**config.mk**
```make
export PLATFORM = sky130hd
export DESIGN_NAME = min_stack_encoded
export DESIGN_NICKNAME = d
export VERILOG_FILES = /design/src/hw/rtl/msk_pkg.sv /design/src/hw/rtl/min_stack_encoded.sv /design/src/hw/rtl/msk_ram.sv /design/src/hw/rtl/msk_ctrl.sv
export SDC_FILE = /design/constraint.sdc
export NUM_CORES = 2
export LEC_CHECK = 0
export ABC_AREA = 1
export CAP_MARGIN = 20
export CELL_PAD_IN_SITES_DETAIL_PLACEMENT = 2
export CELL_PAD_IN_SITES_GLOBAL_PLACEMENT = 2
export CORE_UTILIZATION = 44
export CTS_CLUSTER_SIZE = 24
export DETAILED_ROUTE_END_ITERATION = 10
export DONT_BUFFER_PORTS = 1
export HOLD_SLACK_MARGIN = 0.08
export PLACE_DENSITY_LB_ADDON = 0.25
export SLEW_MARGIN = 20
export SYNTH_ARGS = -nofsm -noshare
export SYNTH_HDL_FRONTEND = slang
export SYNTH_SLANG_ARGS = --single-unit
```
**constraint.sdc**
```tcl
create_clock -name clk_i -period 7.8 [get_ports clk_i]
set_input_delay 0 -clock clk_i [delete_from_list [all_inputs] [get_ports clk_i]]
set_output_delay 0 -clock clk_i [all_outputs]
set_load 0.01 [all_outputs]
```
**src/hw/rtl/msk_pkg.sv**
```systemverilog
package msk_pkg;

  localparam int STACK_DEPTH = 64;
  localparam int VALUE_WIDTH = 32;
  localparam int WORD_WIDTH  = VALUE_WIDTH + 2;
  localparam int ADDR_WIDTH  = $clog2(STACK_DEPTH);
  localparam int CNT_WIDTH   = $clog2(STACK_DEPTH + 1);

  localparam int ACT_WIDTH   = 2;
  localparam int STAT_WIDTH  = 2;

  localparam int IN_TDATA_W  = ((VALUE_WIDTH + 7) / 8) * 8;
  localparam int OUT_BITS    = 2 * VALUE_WIDTH + 1 + CNT_WIDTH + STAT_WIDTH;
  localparam int OUT_TDATA_W = ((OUT_BITS + 7) / 8) * 8;

  typedef logic signed [VALUE_WIDTH-1:0] value_t;
  typedef logic signed [WORD_WIDTH-1:0]  word_t;
  typedef logic [CNT_WIDTH-1:0]          count_t;

  typedef enum logic [ACT_WIDTH-1:0] {
    ACT_PUSH  = 2'd0,
    ACT_POP   = 2'd1,
    ACT_QUERY = 2'd2
  } action_e;

  typedef enum logic [STAT_WIDTH-1:0] {
    ST_OK    = 2'd0,
    ST_FULL  = 2'd1,
    ST_EMPTY = 2'd2
  } status_e;

  typedef enum logic {
    S_IDLE,
    S_POP_RD
  } state_e;

  typedef struct packed {
    status_e status;
    count_t  count;
    logic    is_empty;
    value_t  min_value;
    value_t  top_value;
  } msk_result_t;

  function automatic word_t sext_word(value_t v);
    return {{(WORD_WIDTH - VALUE_WIDTH){v[VALUE_WIDTH-1]}}, v};
  endfunction

  function automatic msk_result_t make_result(count_t fill, value_t mn, word_t w,
                                              status_e st);
    msk_result_t r;
    r.status    = st;
    r.count     = fill;
    r.is_empty  = (fill == '0);
    r.min_value = '0;
    r.top_value = '0;
    if (fill != '0) begin
      r.min_value = mn;
      r.top_value = (w < sext_word(mn)) ? mn : w[VALUE_WIDTH-1:0];
    end
    return r;
  endfunction

endpackage

```
**src/hw/rtl/min_stack_encoded.sv**
```systemverilog
// Channel   Dir  Handshake                tuser         tdata
// s_axis    in   s_axis_tvalid/tready     action[1:0]   value[31:0]
// m_axis    out  m_axis_tvalid/tready     -             top,min,is_empty,count,status
//
// Push, query, dropped push and ignored pop: result valid in the cycle after the transfer.
// Pop of a held word: the S_POP_RD state reads the new top word from the synchronous stack
// memory and holds s_axis_tready_o low, then the result is registered.
// Reset clears the fill level, the minimum and all handshake state.
// A new item is taken in S_IDLE once the output register is empty or being drained.
module min_stack_encoded
  import msk_pkg::*;
(
  input  logic                   clk_i,
  input  logic                   rst_ni,
  input  logic                   s_axis_tvalid_i,
  output logic                   s_axis_tready_o,
  // [1:0] action
  input  logic [ACT_WIDTH-1:0]   s_axis_tuser_i,
  // [31:0] value
  input  logic [IN_TDATA_W-1:0]  s_axis_tdata_i,
  output logic                   m_axis_tvalid_o,
  input  logic                   m_axis_tready_i,
  // [31:0] top_value, [63:32] min_value, [64] is_empty, [71:65] count,
  // [73:72] status, upper bits zero
  output logic [OUT_TDATA_W-1:0] m_axis_tdata_o
);

  logic        out_valid_q, out_valid_d;
  msk_result_t out_res_q;
  logic        out_free;
  logic        res_valid;
  msk_result_t res;

  assign out_free = !out_valid_q || m_axis_tready_i;

  msk_ctrl u_ctrl (
    .clk_i      (clk_i),
    .rst_ni     (rst_ni),
    .in_valid_i (s_axis_tvalid_i),
    .in_ready_o (s_axis_tready_o),
    .action_i   (action_e'(s_axis_tuser_i)),
    .value_i    (s_axis_tdata_i[VALUE_WIDTH-1:0]),
    .out_free_i (out_free),
    .res_valid_o(res_valid),
    .res_o      (res)
  );

  always_comb begin
    out_valid_d = out_valid_q;
    if (res_valid) begin
      out_valid_d = 1'b1;
    end else if (m_axis_tready_i) begin
      out_valid_d = 1'b0;
    end
  end

  always_ff @(posedge clk_i or negedge rst_ni) begin
    if (!rst_ni) begin
      out_valid_q <= 1'b0;
    end else begin
      out_valid_q <= out_valid_d;
    end
  end

  always_ff @(posedge clk_i) begin
    if (res_valid) begin
      out_res_q <= res;
    end
  end

  assign m_axis_tvalid_o = out_valid_q;
  assign m_axis_tdata_o  = {{(OUT_TDATA_W - OUT_BITS){1'b0}}, out_res_q};

  a_no_overwrite: assert property (@(posedge clk_i) disable iff (!rst_ni)
    res_valid |-> !out_valid_q || m_axis_tready_i)
    else $error("result overwrites pending transfer");

  a_ready_needs_room: assert property (@(posedge clk_i) disable iff (!rst_ni)
    s_axis_tready_o |-> out_free)
    else $error("input ready without output room");

  a_empty_zero: assert property (@(posedge clk_i) disable iff (!rst_ni)
    out_valid_q && out_res_q.is_empty |->
      out_res_q.top_value == '0 && out_res_q.min_value == '0 && out_res_q.count == '0)
    else $error("empty result not zero");

endmodule

```
**src/hw/rtl/msk_ram.sv**
```systemverilog
module msk_ram #(
  parameter int Width = 8,
  parameter int Depth = 16,
  localparam int AddrW = $clog2(Depth)
) (
  input  logic             clk_i,
  input  logic             we_i,
  input  logic [AddrW-1:0] waddr_i,
  input  logic [Width-1:0] wdata_i,
  input  logic             re_i,
  input  logic [AddrW-1:0] raddr_i,
  output logic [Width-1:0] rdata_o
);

  logic [Width-1:0] mem [Depth];
  logic [Width-1:0] rdata_q;

  always_ff @(posedge clk_i) begin
    if (we_i) begin
      mem[waddr_i] <= wdata_i;
    end
    if (re_i) begin
      rdata_q <= mem[raddr_i];
    end
  end

  assign rdata_o = rdata_q;

endmodule

```
**src/hw/rtl/msk_ctrl.sv**
```systemverilog
module msk_ctrl
  import msk_pkg::*;
(
  input  logic        clk_i,
  input  logic        rst_ni,
  input  logic        in_valid_i,
  output logic        in_ready_o,
  input  action_e     action_i,
  input  value_t      value_i,
  input  logic        out_free_i,
  output logic        res_valid_o,
  output msk_result_t res_o
);

  state_e state_q, state_d;
  count_t fill_q, fill_d;
  value_t min_q, min_d;
  word_t  top_q, top_d;

  logic                  in_fire;
  logic                  mem_we;
  logic [ADDR_WIDTH-1:0] mem_waddr;
  word_t                 mem_wdata;
  logic                  mem_re;
  logic [ADDR_WIDTH-1:0] mem_raddr;
  logic [WORD_WIDTH-1:0] mem_rdata;
  count_t                fill_m2;
  word_t                 x_w;
  word_t                 enc_w;
  word_t                 dec_w;

  msk_ram #(
    .Width(WORD_WIDTH),
    .Depth(STACK_DEPTH)
  ) u_ram (
    .clk_i  (clk_i),
    .we_i   (mem_we),
    .waddr_i(mem_waddr),
    .wdata_i(mem_wdata),
    .re_i   (mem_re),
    .raddr_i(mem_raddr),
    .rdata_o(mem_rdata)
  );

  assign in_fire = in_valid_i && in_ready_o;
  assign x_w     = sext_word(value_i);
  assign enc_w   = (x_w <<< 1) - sext_word(min_q);
  assign dec_w   = (sext_word(min_q) <<< 1) - top_q;
  assign fill_m2 = fill_q - count_t'(2);

  always_comb begin
    state_d = state_q;
    case (state_q)
      S_IDLE: begin
        if (in_fire && action_i == ACT_POP && fill_q != '0) begin
          state_d = S_POP_RD;
        end
      end
      S_POP_RD: state_d = S_IDLE;
      default:  state_d = S_IDLE;
    endcase
  end

  always_comb begin
    in_ready_o = 1'b0;
    case (state_q)
      S_IDLE:   in_ready_o = out_free_i;
      S_POP_RD: in_ready_o = 1'b0;
      default:  in_ready_o = 1'b0;
    endcase
  end

  always_comb begin
    fill_d      = fill_q;
    min_d       = min_q;
    top_d       = top_q;
    mem_we      = 1'b0;
    mem_waddr   = fill_q[ADDR_WIDTH-1:0];
    mem_wdata   = x_w;
    mem_re      = 1'b0;
    mem_raddr   = fill_m2[ADDR_WIDTH-1:0];
    res_valid_o = 1'b0;
    res_o       = make_result(fill_q, min_q, top_q, ST_OK);
    if (state_q == S_POP_RD) begin
      top_d       = word_t'(mem_rdata);
      res_valid_o = 1'b1;
      res_o       = make_result(fill_q, min_q, word_t'(mem_rdata), ST_OK);
    end else if (in_fire) begin
      case (action_i)
        ACT_PUSH: begin
          if (fill_q == count_t'(STACK_DEPTH)) begin
            res_valid_o = 1'b1;
            res_o       = make_result(fill_q, min_q, top_q, ST_FULL);
          end else begin
            if (fill_q == '0 || x_w >= sext_word(min_q)) begin
              mem_wdata = x_w;
            end else begin
              mem_wdata = enc_w;
            end
            if (fill_q == '0 || x_w < sext_word(min_q)) begin
              min_d = value_i;
            end
            mem_we      = 1'b1;
            top_d       = mem_wdata;
            fill_d      = fill_q + count_t'(1);
            res_valid_o = 1'b1;
            res_o       = make_result(fill_d, min_d, top_d, ST_OK);
          end
        end
        ACT_POP: begin
          if (fill_q == '0) begin
            res_valid_o = 1'b1;
            res_o       = make_result(fill_q, min_q, top_q, ST_EMPTY);
          end else begin
            if (top_q < sext_word(min_q)) begin
              min_d = dec_w[VALUE_WIDTH-1:0];
            end
            fill_d = fill_q - count_t'(1);
            mem_re = 1'b1;
          end
        end
        default: begin
          res_valid_o = 1'b1;
          res_o       = make_result(fill_q, min_q, top_q, ST_OK);
        end
      endcase
    end
  end

  always_ff @(posedge clk_i or negedge rst_ni) begin
    if (!rst_ni) begin
      state_q <= S_IDLE;
      fill_q  <= '0;
      min_q   <= '0;
    end else begin
      state_q <= state_d;
      fill_q  <= fill_d;
      min_q   <= min_d;
    end
  end

  always_ff @(posedge clk_i) begin
    top_q <= top_d;
  end

  a_fill_bound: assert property (@(posedge clk_i) disable iff (!rst_ni)
    fill_q <= count_t'(STACK_DEPTH))
    else $error("stack fill beyond depth");

  a_pop_one_cycle: assert property (@(posedge clk_i) disable iff (!rst_ni)
    state_q == S_POP_RD |=> state_q == S_IDLE)
    else $error("pop read stage held");

  a_pop_result: assert property (@(posedge clk_i) disable iff (!rst_ni)
    state_q == S_POP_RD |-> res_valid_o && !in_ready_o)
    else $error("pop read without result");

  a_write_on_push: assert property (@(posedge clk_i) disable iff (!rst_ni)
    mem_we |-> in_fire && action_i == ACT_PUSH && fill_q < count_t'(STACK_DEPTH))
    else $error("memory write outside push");

  a_pop_fill: assert property (@(posedge clk_i) disable iff (!rst_ni)
    state_q == S_POP_RD |-> fill_q == $past(fill_q) - count_t'(1))
    else $error("pop fill mismatch");

endmodule
```
==> flow_metrics.py <==
metrics = {
    "outcome": {
        "outcome": "complete, no violations",
    },
    "pwr": {
        "switchingPower_mw": 24.9,
        "combinationalPowerShare_pct": 47.0,
        "internal_power_mw": 27.4,
        "clockPowerShare_pct": 24.0,
        "p_seq_share_pct": 29.0,
        "ir_drop_v": 0.000445,
        "power.density_nw_per_um2": 454,
        "p_leak_nw": 38.2,
        "switching_share_pct": 47.6,
    },
    "die": {
        "die_w_um": 484,
        "die_h_um": 484,
        "dieArea_sq_um": 234000,
        "initial_utilization_pct": 44.3,
        "top_level_ports": 120,
        "rows": 176,
        "core_region_area_sq_um": 230000,
    },
    "clocking": {
        "clk_latency_ns": 0.96,
        "postCtsSetupBuffers": 0,
        "cts_sinks": 2359,
        "cts_tree": "yes",
        "hold_buffers": 45,
        "clock_path_buffers": 4,
        "cts_root_buffer": "clkbuf_16",
        "clk_pin_slew_ns": 0.07,
        "cts_buffers": 278,
        "cts-htree-levels": 5,
        "cts_resized": 0,
    },
    "sta": {
        "finalSetupViolCount": 0,
        "rsz0062_at_grt": "false",
        "period_needed_ns": 7.05,
        "relSlewSlack_pct": 13.4,
        "fmax_mhz": 142,
        "skew_ns": 0.101,
        "finalMaxSlewViolations": 0,
        "timing_hold_violations_final": 0,
        "finalCritPeriodShare_pct": 90.4,
        "fin_tns_setup_ns": 0,
        "worst_pin_slew_ns": 1.30,
    },
    "placement": {
        "hpwl_mm": 263,
        "dpl_cell_area_sq_um": 106000,
        "portBuffers": 0,
        "gp_congestion": 0.908,
    },
    "finish": {
        "fillers": 22200,
        "drive_gt1_share_pct": 8.47,
        "final_common_cell": "edfxtp_1",
        "layout_common_cells": "edfxtp_1 (2318), nor2_1 (1672), o21ai_0 (1585), o22ai_1 (633), nand2_1 (554)",
        "final_nets": 8955,
        "fin_util_pct": 50.1,
        "syn2layout_area_growth_pct": 13.0,
        "fin_area_sq_um": 115000,
    },
    "yosys": {
        "synth-main-ff-cell": "edfxtp_1",
        "synth_edf_count": 2318,
        "ys_top_cells_by_area": "edfxtp_1 (68%), o21ai_0 (7.8%), nor2_1 (6.4%)",
        "yosysSeqAreaShare_pct": 69.2,
        "yosysWarnings": 0,
        "synth_top_area_share_pct": 68.2,
        "syn_inst": 8728,
        "yosys.cell_types.count": 58,
        "synth_area_leader_cell": "edfxtp_1",
        "synth-seq-cells": 2359,
        "syn-cell-area_sq_um": 102000,
        "syn_area_per_cell_sq_um": 11.7,
        "async_flop_share_pct": 1.74,
    },
    "setup_path": {
        "critPathCaptureType": "flop",
        "crit_path_start_kind": "flop",
        "r2r_start": "u_ctrl.min_q[3]",
        "cp_max_fo": 32,
        "critPathArrivalTime_ns": 7.71,
        "worstSetupPathType": "reg2reg",
        "r2r_cells": 26,
        "reg2reg_to": "m_axis_tdata_o[18]",
        "required_ns": 8.46,
        "rrSetupSlack_ns": 0.75,
    },
    "routing": {
        "postRouteAntennaNets": 0,
        "vias": 81100,
        "totalWireLength_mm": 464,
        "drt_iter0_markers": 10200,
        "vias_per_cell": 6.80,
        "route.detailed.drc": 0,
        "wl_per_cell_um": 38.9,
        "dr.pass1.iters": 6,
    },
    "worst_hold_path": {
        "min_from": "s_axis_tdata_i[31]",
        "hold_path_class": "in2reg",
        "hold_path_end": "u_ctrl.u_ram.mem[43][31]",
        "holdPathStages": 3,
    },
    "grt": {
        "grt_pass1_vias": 85400,
        "grt_start_max_net_pins": 171,
        "grt_use_total_pct": 38.3,
        "grt_pass1_wl_mm": 645,
        "overflow": 0,
        "antenna_found_initial": 34,
    },
    "job": {
        "cap_viol_max_count": 0,
    },
}
[worst max-delay path, cell delays in order, from the launching register on]
cell and delay, ns:
dfrtp_1 0.40, inv_1 0.33, ha_1 0.37, a21oi_1 0.17, nand2_1 0.21, a21boi_0 0.61, inv_1 0.10, a21oi_1 0.16
buf_4 0.15, o21ai_0 0.27, xor2_1 0.23, nand2_1 0.08, o21ai_0 0.29, inv_1 0.15, ha_1 0.32, nand4_1 0.16
nor3_1 0.42, nor4b_2 0.56, nand2_1 0.10, nor4_1 0.25, nand2_2 0.16, nand3_4 0.38, nand2_4 0.40, nand2_1 0.21
nand3_1 0.10, nand2_1 0.09, nand2_1 0.05
[power groups by stage]
stage               logic, mW  registers [mW]  clock network (mW)
detailed placement       22.8            15.4                   0
global route             25.5            15.2                12.9
global placement         21.4            15.4                   0
floorplan                12.8            15.3                   0
finish                   24.6            15.2                12.6
CTS                      23.7            15.2                12.5
[stage by stage]
| step | power [mW] | cells | setup WS, ns | hold slack, ns |
|---|---|---|---|---|
| floorplan | 28.0 | 8733 | 1.49 | -0.296 |
| global placement | 36.8 | 11400 | 0.973 | -0.293 |
| detailed placement | 38.2 | 11400 | 0.927 | -0.292 |
| CTS | 51.4 | 11900 | 0.902 | 0.0970 |
| global route | 53.6 | 11900 | 0.438 | 0.117 |
| finish | 52.3 | 11900 | 0.751 | 0.145 |
[flip-flops by register name, indices dropped and copies added (netlist names)]
signal	cells
m_axis_tdata_o	74
m_axis_tvalid_o	1
u_ctrl.fill_q	7
u_ctrl.min_q	32
u_ctrl.state_q	1
u_ctrl.top_q	34
u_ctrl.u_ram.mem	2176
u_ctrl.u_ram.rdata_o	34
[worst max-delay path by stage]
| stage | from | to | depth (start not counted) |
|---|---|---|---|
| 2_1_floorplan | u_ctrl.fill_q[0] | u_ctrl.u_ram.mem[0][33] | 21 |
| 3_3_place_gp | u_ctrl.min_q[0] | m_axis_tdata_o[10] | 28 |
| 3_5_place_dp | u_ctrl.min_q[0] | m_axis_tdata_o[3] | 28 |
| 4_1_cts | u_ctrl.min_q[3] | m_axis_tdata_o[18] | 26 |
| 5_1_grt | u_ctrl.min_q[3] | m_axis_tdata_o[18] | 26 |
| 6_report | u_ctrl.min_q[3] | m_axis_tdata_o[18] | 26 |
[metal layers]
layer	global-route usage, %	vias to the layer above	wire length, um
li1	-	32100	-
met1	47.9	42400	174000
met2	64.0	5135	224000
met3	6.65	1407	38900
met4	19.5	20	26700
met5	0	-	125
[cells in the mapped netlist, types with 12 or more instances]
cell	instances
o21ai_1	12
o21ai_0	1590
dfrtp_1	41
buf_1	19
inv_1	243
a21o_1	12
nor3_1	23
a21oi_1	209
nand3_1	184
nand2_1	555
o32ai_1	51
clkbuf_1	505
buf_2	43
xnor2_1	18
xor2_1	25
o211ai_1	55
o221ai_1	24
edfxtp_1	2318
nand4_1	81
ha_1	199
o22ai_1	633
nor2_1	1740
or2_2	19
[layout make-up]
cell class | count | area (sq um) | share of cell area [%]
Timing Repair Buffer | 282 | 2740 | 2.37
Inverter | 261 | 1020 | 0.883
Sequential cell | 2359 | 70600 | 61.2
Clock inverter | 96 | 626 | 0.542
Clock buffer | 363 | 7470 | 6.47
Multi-Input combinational cell | 5534 | 29000 | 25.2
Antenna cell | 13 | 32.5 | 0.0282
Tap cell | 3026 | 3790 | 3.28
[logic make-up after synthesis]
group	Yosys count	share of synthesized area, %
AOI/OAI and AO/OA	2648	14.4
and+or+nand+nor	2634	10.3
DFF	2359	69.2
buffers and inverters	840	3.20
adders and majority gates	201	2.48
xor gates and xnor gates	44	0.385
other	1	0.00368
muxes	1	0.00981
No activity file was read; power rests on OpenSTA's default activity.
